<file path="src/nsdof_pkg.sv">
package nsdof_pkg;

  localparam int unsigned QW = 48;
  localparam int unsigned UW = 47;
  localparam int unsigned AW = 51;

  localparam logic [UW-1:0] STEP_TIME_RST      = 47'd167772;
  localparam logic [UW-1:0] INV_BETA_DT_RST    = 47'd6710886400;
  localparam logic [UW-1:0] INV_BETA_DT_SQ_RST = 47'd671088640000;

  typedef enum logic [2:0] {
    CFG_LINEAR_MODE       = 3'd0,
    CFG_STEP_TIME         = 3'd1,
    CFG_INV_BETA_DT       = 3'd2,
    CFG_INV_BETA_DT_SQ    = 3'd3,
    CFG_COEF_DISP         = 3'd4,
    CFG_COEF_VEL          = 3'd5,
    CFG_COEF_ACC          = 3'd6,
    CFG_INV_EFF_STIFFNESS = 3'd7
  } cfg_idx_e;

  typedef enum logic [3:0] {
    ACC_HOLD,
    ACC_LOAD_NEG_G,
    ACC_ADD_P,
    ACC_SUB_P,
    ACC_LOAD_P_SUB_U,
    ACC_LOAD_P_SUB_V,
    ACC_LOAD_P_SUB_2V,
    ACC_LOAD_P_SUB_A,
    ACC_LOAD_P_SUB_2A
  } acc_op_e;

  typedef enum logic [2:0] {
    MOP_DISP_U,
    MOP_VEL_V,
    MOP_ACC_A,
    MOP_SACC_IES,
    MOP_SACC_IBD,
    MOP_A_ST,
    MOP_DU_IBDSQ,
    MOP_V_IBD
  } mop_e;

  typedef struct packed {
    logic signed [31:0] accel_sample;
    logic               first_sample;
  } in_t;

  typedef struct packed {
    logic signed [QW-1:0] disp_now;
    logic [UW-1:0]        peak_disp;
  } out_t;

  typedef struct packed {
    acc_op_e acc_op;
    logic    mul_start;
    mop_e    mul_op;
    logic    store_un;
    logic    store_du;
    logic    store_vn;
    logic    commit;
    logic    commit_first;
  } cmd_t;

  typedef struct packed {
    logic mul_done;
    logic linear_mode;
    logic out_free;
  } stat_t;

endpackage

</file>
<file path="src/nsdof_ctrl.sv">
module nsdof_ctrl (
  input  logic              clk_i,
  input  logic              rst_ni,
  input  logic              in_valid_i,
  input  logic              first_i,
  output logic              in_stall_o,
  input  nsdof_pkg::stat_t  stat_i,
  output nsdof_pkg::cmd_t   cmd_o
);

  localparam logic [3:0] S_IDLE = 4'd0;
  localparam logic [3:0] S_PD   = 4'd1;
  localparam logic [3:0] S_PV   = 4'd2;
  localparam logic [3:0] S_PA   = 4'd3;
  localparam logic [3:0] S_PEFF = 4'd4;
  localparam logic [3:0] S_UN   = 4'd5;
  localparam logic [3:0] S_DU   = 4'd6;
  localparam logic [3:0] S_VB   = 4'd7;
  localparam logic [3:0] S_VL   = 4'd8;
  localparam logic [3:0] S_VST  = 4'd9;
  localparam logic [3:0] S_AB   = 4'd10;
  localparam logic [3:0] S_AV   = 4'd11;
  localparam logic [3:0] S_DONE = 4'd12;

  logic [3:0] state_q, state_d;
  logic       first_q, first_d;

  always_comb begin
    state_d = state_q;
    first_d = first_q;
    cmd_o   = '{acc_op: nsdof_pkg::ACC_HOLD, mul_op: nsdof_pkg::MOP_DISP_U, default: 1'b0};
    unique case (state_q)
      S_IDLE: begin
        if (in_valid_i) begin
          first_d      = first_i;
          cmd_o.acc_op = nsdof_pkg::ACC_LOAD_NEG_G;
          if (first_i) begin
            state_d = S_DONE;
          end else begin
            cmd_o.mul_start = 1'b1;
            cmd_o.mul_op    = nsdof_pkg::MOP_DISP_U;
            state_d         = S_PD;
          end
        end
      end
      S_PD: begin
        if (stat_i.mul_done) begin
          cmd_o.acc_op    = nsdof_pkg::ACC_ADD_P;
          cmd_o.mul_start = 1'b1;
          cmd_o.mul_op    = nsdof_pkg::MOP_VEL_V;
          state_d         = S_PV;
        end
      end
      S_PV: begin
        if (stat_i.mul_done) begin
          cmd_o.acc_op    = nsdof_pkg::ACC_ADD_P;
          cmd_o.mul_start = 1'b1;
          cmd_o.mul_op    = nsdof_pkg::MOP_ACC_A;
          state_d         = S_PA;
        end
      end
      S_PA: begin
        if (stat_i.mul_done) begin
          cmd_o.acc_op = nsdof_pkg::ACC_ADD_P;
          state_d      = S_PEFF;
        end
      end
      S_PEFF: begin
        cmd_o.mul_start = 1'b1;
        cmd_o.mul_op    = nsdof_pkg::MOP_SACC_IES;
        state_d         = S_UN;
      end
      S_UN: begin
        if (stat_i.mul_done) begin
          cmd_o.store_un = 1'b1;
          cmd_o.acc_op   = nsdof_pkg::ACC_LOAD_P_SUB_U;
          state_d        = S_DU;
        end
      end
      S_DU: begin
        cmd_o.store_du  = 1'b1;
        cmd_o.mul_start = 1'b1;
        cmd_o.mul_op    = nsdof_pkg::MOP_SACC_IBD;
        state_d         = S_VB;
      end
      S_VB: begin
        if (stat_i.mul_done) begin
          if (stat_i.linear_mode) begin
            cmd_o.acc_op    = nsdof_pkg::ACC_LOAD_P_SUB_2V;
            cmd_o.mul_start = 1'b1;
            cmd_o.mul_op    = nsdof_pkg::MOP_A_ST;
            state_d         = S_VL;
          end else begin
            cmd_o.acc_op = nsdof_pkg::ACC_LOAD_P_SUB_V;
            state_d      = S_VST;
          end
        end
      end
      S_VL: begin
        if (stat_i.mul_done) begin
          cmd_o.acc_op = nsdof_pkg::ACC_SUB_P;
          state_d      = S_VST;
        end
      end
      S_VST: begin
        cmd_o.store_vn  = 1'b1;
        cmd_o.mul_start = 1'b1;
        cmd_o.mul_op    = nsdof_pkg::MOP_DU_IBDSQ;
        state_d         = S_AB;
      end
      S_AB: begin
        if (stat_i.mul_done) begin
          cmd_o.acc_op    = stat_i.linear_mode ? nsdof_pkg::ACC_LOAD_P_SUB_2A
                                               : nsdof_pkg::ACC_LOAD_P_SUB_A;
          cmd_o.mul_start = 1'b1;
          cmd_o.mul_op    = nsdof_pkg::MOP_V_IBD;
          state_d         = S_AV;
        end
      end
      S_AV: begin
        if (stat_i.mul_done) begin
          cmd_o.acc_op = nsdof_pkg::ACC_SUB_P;
          state_d      = S_DONE;
        end
      end
      S_DONE: begin
        if (stat_i.out_free) begin
          cmd_o.commit       = 1'b1;
          cmd_o.commit_first = first_q;
          state_d            = S_IDLE;
        end
      end
      default: begin
        state_d = S_IDLE;
      end
    endcase
  end

  always_ff @(posedge clk_i or negedge rst_ni) begin
    if (!rst_ni) begin
      state_q <= S_IDLE;
      first_q <= 1'b0;
    end else begin
      state_q <= state_d;
      first_q <= first_d;
    end
  end

  assign in_stall_o = (state_q != S_IDLE);

endmodule

</file>
<file path="config.mk">
export PLATFORM = sky130hd
export DESIGN_NAME = nsdof_ctrl
export DESIGN_NICKNAME = d
export VERILOG_FILES = /design/src/nsdof_pkg.sv /design/src/nsdof_ctrl.sv
export SDC_FILE = /design/constraint.sdc
export NUM_CORES = 1
export LEC_CHECK = 0
export ABC_CLOCK_PERIOD_IN_PS = 3000
export BUFFER_PORTS_ARGS = -buffer_cell sky130_fd_sc_hd__buf_2
export CORE_AREA = 2 2 39 41
export DETAILED_ROUTE_END_ITERATION = 12
export DIE_AREA = 0 0 41 43
export HOLD_SLACK_MARGIN = 0.1
export PLACE_DENSITY = 0.76
export SLEW_MARGIN = 20
export SYNTH_ARGS = -nofsm -noshare
export SYNTH_HDL_FRONTEND = slang
export SYNTH_SLANG_ARGS = --single-unit
</file>
<file path="constraint.sdc">
create_clock -name clk_i -period 3 [get_ports clk_i]
set_clock_uncertainty 0.1 [all_clocks]
set_input_delay 0.6 -clock clk_i [delete_from_list [all_inputs] [get_ports clk_i]]
set_output_delay 0.6 -clock clk_i [all_outputs]
set_load 0.03 [all_outputs]
</file>
==> run_results.csv, run 1 <==
group,metric,value,unit
critical_path,worst_setup_path_start_kind,"register",
place,place.gp.congestion,0.9323,
place,dp.final_hpwl,1.346,mm
sta,period_needed,2.630,ns
clocking,cts.clk_slew.worst_paths,0.04,ns
routing,dr_total_vias,787,
yosys,async_reset_ff_share,100.0,%
sta,finalHoldViolations,0,
routing,drt_iter0_drc,32,
critical_path,critPathArrivalTime,1.93,ns
yosys,post_synth_instance_area,631.9,um2
routing,drt_pre_antenna_iters,4,
clocking,clock_tree.root_cell,"sky130_fd_sc_hd__clkbuf_4",
layout,fillers,133,
sta,unrepaired_setup_endpoints_after_global_routing,"no",
place,placed_cells,123,
status,status,"completed",
sta,finalCritPeriodShare,87.65,%
yosys,synth_cell_type_count,37,
clocking,cts_post_setup_buffers_inserted,0,
global_routing,grtUsageTotal,23.23,%
routing,route.final.wire_length,1.868,mm
yosys,synthesis.area_per_instance,6.943,um2
layout,most-common-layout-cells,"sky130_fd_sc_hd__buf_2 (20), sky130_fd_sc_hd__nor2_1 (9), sky130_fd_sc_hd__nand2_1 (9)",
global_routing,pin_count_of_the_biggest_net_entering_global_routing,16,
layout,n_antenna_cell,0,
power,p_total,948.2,uW
clocking,cts_sinks,5,
sta,worst_pin_slew,0.3926,ns
sta,setup_viol_count_final,0,
die,num_io_pins,21,
global_routing,grt_pass1_vias,667,
die,start_util,45.66,%
yosys,synth-edff-count,0,
critical_path,path_class,"register to primary output",
layout,area_delta_synth_final,22.18,%
sta,timing_max_transition_violations_final,0,
clocking,cts_tree,"yes",
layout,layout.cells.most_common,"sky130_fd_sc_hd__buf_2",
layout,layoutNonFillerInstCount,128,
power,power_leakage,0.3703,nW
yosys,postSynthCellCount,91,
sta,fin_worst_hold_slack,0.3967,ns
clocking,cts-htree-levels,1,
routing,avgRoutedWirePerCell,14.59,um
yosys,synth-seq-cells,5,
clocking,numCtsBuffers,3,
die,core_area,1384,um2
die,die-height,43,um
die,die_w,41,um
routing,mean_number_of_vias_per_cell,6.148,
yosys,postSynth.topFlopCell,"sky130_fd_sc_hd__dfrtp_1",
critical_path,worstPathRequired,2.30,ns
critical_path,timing.critical_path.fanout_max,11,
yosys,yosys_warnings,0,
sta,fin_tns_setup,0,ns
clocking,clk_latency,0.25,ns
die,placement_rows,14,
critical_path,critical_path.endpoint_type,"primary output",
sta,timing.max_slew.rel_slack,73.80,%
hold_path,min-delay-path-class,"register to register",
yosys,postSynthNetCount,98,
layout,nNetsFinal,120,
global_routing,grt_antenna_before_repair,0,
routing,drt.antenna.violating_nets,0,
power,power_density,1228,nW/um2
power,vdd.ir_drop.worst,0.0005381,V
global_routing,total_congestion_overflow_after_global_routing,0,
yosys,ys_seq_area_share,19.80,%
layout,post_route_cells_drive_above_1_share,27.68,%
job,cap_viol_max_count,0,
routing,detail_route.drc_violations,0,
global_routing,first_pass_grt_wire_length,2.891,mm
clocking,clock_tree.buffer_depth,2,
die,die-area,1763,um2
place,placement.io_buffers,20,
sta,clock.fmax,380.3,MHz
[state kept, by name, indices dropped and copies added, names as in the netlist]
| signal | count |
|---|---|
| state_q | 4 |
| first_q | 1 |
[power by group]
group	switching [mW]	leakage [nW]	internal, mW
clock network	0.0286	0.0150	0.0504
registers	0.0622	0.0609	0.101
logic	0.446	0.294	0.260
[worst max-delay path, stage by stage (launching register included)]
cell and delay [ns]:
sky130_fd_sc_hd__dfrtp_1 0.55, sky130_fd_sc_hd__nand2b_1 0.24, sky130_fd_sc_hd__nor2_1 0.09, sky130_fd_sc_hd__a221o_1 0.27, sky130_fd_sc_hd__or3_1 0.36, sky130_fd_sc_hd__buf_2 0.18
[path summary, 6_finish.rpt]
check                                             from                endpoint  slack, ns  cells past startpoint
worst max-delay path            state_q[1]$_DFFE_PN0P_                cmd_o[8]       0.37                      5
worst min-delay path               first_q$_DFFE_PN0P_     first_q$_DFFE_PN0P_       0.40                      1
worst max register to register  state_q[3]$_DFFE_PN0P_  state_q[0]$_DFFE_PN0P_       1.29                      5
worst min register to register     first_q$_DFFE_PN0P_     first_q$_DFFE_PN0P_       0.40                      1
max in group asynchronous                       rst_ni  state_q[1]$_DFFE_PN0P_       2.06                      2
min in group asynchronous                       rst_ni  state_q[3]$_DFFE_PN0P_       0.61                      2
[final cells by class]
| type | count | area (um2) | area share (%) |
|---|---|---|---|
| flip-flops and latches | 5 | 125.1 | 16.21 |
| well taps | 16 | 20.02 | 2.593 |
| repair buffers | 24 | 132.6 | 17.18 |
| inverters | 6 | 22.52 | 2.917 |
| multi-input cells | 73 | 445.4 | 57.70 |
| clock buffers | 4 | 26.28 | 3.404 |
[cells by family after synthesis]
| kind of cell | Yosys count | share of synthesized area, % |
|---|---|---|
| AOI/OAI and AO/OA | 33 | 35.45 |
| buffers and inverters | 13 | 9.703 |
| muxes | 2 | 3.366 |
| and+or+nand+nor | 38 | 31.68 |
| DFF | 5 | 19.80 |
[per-stage QoR]
stage | worst slack (ns) | util [%] | cell area [um2]
3_5_place_dp | 0.4598 | 53.16 | 735.7
3_3_place_gp | 0.4736 | 53.16 | 735.7
2_1_floorplan | 0.2417 | - | 631.9
4_1_cts | 0.3911 | 55.79 | 772.0
5_1_grt | 0.2904 | 55.79 | 772.0
6_report | 0.3704 | 55.79 | 772.0
[cell usage after synthesis (2+ instances only)]
master | n | area, um2
sky130_fd_sc_hd__a21oi_1 | 8 | 40.04
sky130_fd_sc_hd__a22o_1 | 2 | 17.52
sky130_fd_sc_hd__a22oi_1 | 2 | 15.01
sky130_fd_sc_hd__a2bb2oi_1 | 2 | 17.52
sky130_fd_sc_hd__buf_2 | 4 | 20.02
sky130_fd_sc_hd__clkbuf_1 | 2 | 7.510
sky130_fd_sc_hd__dfrtp_1 | 5 | 125.1
sky130_fd_sc_hd__inv_1 | 5 | 18.77
sky130_fd_sc_hd__nand2_1 | 9 | 33.78
sky130_fd_sc_hd__nand2b_1 | 3 | 18.77
sky130_fd_sc_hd__nand3_1 | 2 | 10.01
sky130_fd_sc_hd__nand3b_1 | 2 | 15.01
sky130_fd_sc_hd__nor2_1 | 9 | 33.78
sky130_fd_sc_hd__nor2b_1 | 2 | 12.51
sky130_fd_sc_hd__nor3_1 | 2 | 10.01
sky130_fd_sc_hd__nor3b_1 | 2 | 15.01
sky130_fd_sc_hd__o21ai_0 | 8 | 40.04
sky130_fd_sc_hd__o32ai_1 | 2 | 17.52
sky130_fd_sc_hd__or3_1 | 2 | 12.51
[routing by layer]
| layer | part of all wire, % | track usage (%) |
|---|---|---|
| met5 | 0 | 0 |
| met4 | 0.43 | 4.667 |
| met3 | 7.5 | 4.712 |
| met2 | 50 | 37.50 |
| met1 | 42 | 30.82 |
[what timing repair did]
| item | 4_1_cts | 5_1_grt |
|---|---|---|
| resized for setup | 0 | 0 |
| hold endpoints to repair | 5 | 0 |
| hold buffers | 1 | 0 |
Power figures use the tool's default switching activity.
==> run 2, diff against run 1 <==
--- a/config.mk
+++ b/config.mk
@@ -8,6 +8,7 @@
 export ABC_CLOCK_PERIOD_IN_PS = 3000
 export BUFFER_PORTS_ARGS = -buffer_cell sky130_fd_sc_hd__buf_2
 export CORE_AREA = 2 2 39 41
+export CTS_BUF_LIST = sky130_fd_sc_hd__clkbuf_16
 export DETAILED_ROUTE_END_ITERATION = 12
 export DIE_AREA = 0 0 41 43
 export HOLD_SLACK_MARGIN = 0.1
==> run_results.csv, run 2 (same netlist as run 1, synthesis figures left out) <==
group,metric,value,unit
status,status,"completed",
power,power.clock.fraction,19.8,%
layout,nNetsFinal,120,
global_routing,first_pass_grt_wire_length,2.967,mm
sta,timing_max_transition_violations_final,0,
critical_path,r2r-start,"state_q[3]$_DFFE_PN0P_",
power,internal-power,533.5,uW
die,die_w,41,um
global_routing,grtUsageTotal,24.57,%
sta,fin_tns_setup,0,ns
die,num_io_pins,21,
clocking,cts-htree-levels,1,
clocking,cts_tree,"yes",
layout,fillers,124,
place,dp.final_hpwl,1.346,mm
critical_path,path_class,"register to primary output",
place,placement.io_buffers,20,
die,die-area,1763,um2
routing,dr_total_vias,814,
critical_path,crit_family,"simple AND/OR/NAND/NOR gates",
critical_path,list_of_cells_traversed_by_the_critical_path,"nand2b_1 > nor2_1 > a221o_1 > or3_1 > buf_2",
die,start_util,45.66,%
sta,timing.max_slew.rel_slack,74.36,%
power,power.switching,561.8,uW
critical_path,critical_path.endpoint_type,"primary output",
power,power_leakage,0.3976,nW
clocking,cts.clk_slew.worst_paths,0.03,ns
clocking,clock_tree.buffer_depth,2,
sta,fin_worst_hold_slack,0.4017,ns
die,die-height,43,um
routing,route.final.wire_length,1.996,mm
critical_path,worst_setup_path_start_kind,"register",
clocking,clk_latency,0.23,ns
clocking,numCtsBuffers,3,
layout,biggestRegsByFlops,"state_q: 4 flops, first_q: 1 flops",
sta,finalCritPeriodShare,87.61,%
power,pwr-share-comb,65.0,%
layout,area_delta_synth_final,30.50,%
power,switching_fraction,51.29,%
sta,finalWorstSetupSlack,0.3717,ns
place,place.gp.congestion,0.9323,
critical_path,cp.buffers_inverters,1,
critical_path,worstPathRequired,2.30,ns
power,vdd.ir_drop.worst,0.0005411,V
die,placement_rows,14,
routing,mean_number_of_vias_per_cell,6.359,
place,detailedPlace.worstSlack,0.4598,ns
layout,n_antenna_cell,0,
layout,layout.cells.most_common,"sky130_fd_sc_hd__buf_2",
power,seq_power_share,15.2,%
routing,drt.antenna.violating_nets,0,
sta,unrepaired_setup_endpoints_after_global_routing,"no",
clocking,cts_sinks,5,
routing,drt_iter0_drc,28,
routing,avgRoutedWirePerCell,15.59,um
sta,finalHoldViolations,0,
clocking,clock_tree.root_cell,"sky130_fd_sc_hd__clkbuf_16",
sta,worst_pin_slew,0.3812,ns
routing,drt_pre_antenna_iters,4,
critical_path,max_stage_delay,0.57,ns
hold_path,min-delay-path-class,"register to register",
global_routing,grt_antenna_before_repair,0,
sta,setup_viol_count_final,0,
layout,most-common-layout-cells,"sky130_fd_sc_hd__buf_2 (20), sky130_fd_sc_hd__nor2_1 (9), sky130_fd_sc_hd__nand2_1 (9)",
critical_path,critPathArrivalTime,1.93,ns
routing,detail_route.drc_violations,0,
global_routing,pin_count_of_the_biggest_net_entering_global_routing,16,
layout,registers.top_by_ff_count,"state_q",
layout,number_of_flip_flops_under_the_largest_register_name,4,
power,power_density,1328,nW/um2
clocking,cts_post_setup_buffers_inserted,0,
critical_path,timing.critical_path.fanout_max,11,
job,cap_viol_max_count,0,
critical_path,timing.critical_path.from,"state_q[1]$_DFFE_PN0P_",
global_routing,total_congestion_overflow_after_global_routing,0,
layout,post_route_cells_drive_above_1_share,27.68,%
sta,clock.fmax,380.5,MHz
sta,period_needed,2.628,ns
critical_path,critical_path.slowest_cell,"sky130_fd_sc_hd__dfrtp_1",
die,core_area,1384,um2
hold_path,worstHoldStart,"first_q$_DFFE_PN0P_",
global_routing,grt_pass1_vias,689,
## run 2: what timing repair did
item	CTS	global route
hold buffers	1	0
resized for setup	0	0
endpoints found under the hold margin	5	0
## run 2: power by group through the flow
stage	Combinational, mW	Sequential [mW]	Clock [mW]
final	0.712	0.166	0.217
after global routing	0.771	0.169	0.225
after global placement	0.692	0.162	0
after floorplan	0.594	0.111	0
after CTS	0.703	0.163	0.220
after detailed placement	0.694	0.165	0
## run 2: worst paths after layout
| path | end | slack [ns] | depth (start not counted) |
|---|---|---|---|
| worst max-delay path | cmd_o[8] | 0.37 | 5 |
| worst min-delay path | first_q$_DFFE_PN0P_ | 0.40 | 1 |
| worst max register to register | state_q[0]$_DFFE_PN0P_ | 1.26 | 5 |
| worst min register to register | first_q$_DFFE_PN0P_ | 0.40 | 1 |
| max in group asynchronous | state_q[1]$_DFFE_PN0P_ | 2.04 | 2 |
| min in group asynchronous | state_q[2]$_DFFE_PN0P_ | 0.63 | 2 |
## run 2: cell type report
cell class | count | area (um2) | share of cell area (%)
inverters | 6 | 22.52 | 2.731
well taps | 16 | 20.02 | 2.428
multi-input cells | 73 | 445.4 | 54.02
clock buffers | 3 | 75.07 | 9.105
repair buffers | 24 | 132.6 | 16.08
flip-flops and latches | 5 | 125.1 | 15.17
clock inverters | 1 | 3.754 | 0.4552
## run 2: per-stage QoR
step,utilization (%),instances,cell area (um2),power (mW)
after CTS,59.58,128,824.5,1.085
after floorplan,-,91,631.9,0.7049
final,59.58,128,824.5,1.095
after detailed placement,53.16,123,735.7,0.8590
after global placement,53.16,123,735.7,0.8545
after global routing,59.58,128,824.5,1.165
## run 2: routing by layer
layer	share of wire [%]	vias to the layer above	global-route usage, %
li1	-	373	-
met1	41	378	29.28
met2	50	54	39.06
met3	7.2	9	7.330
met4	2.1	0	10.00
met5	0	-	0
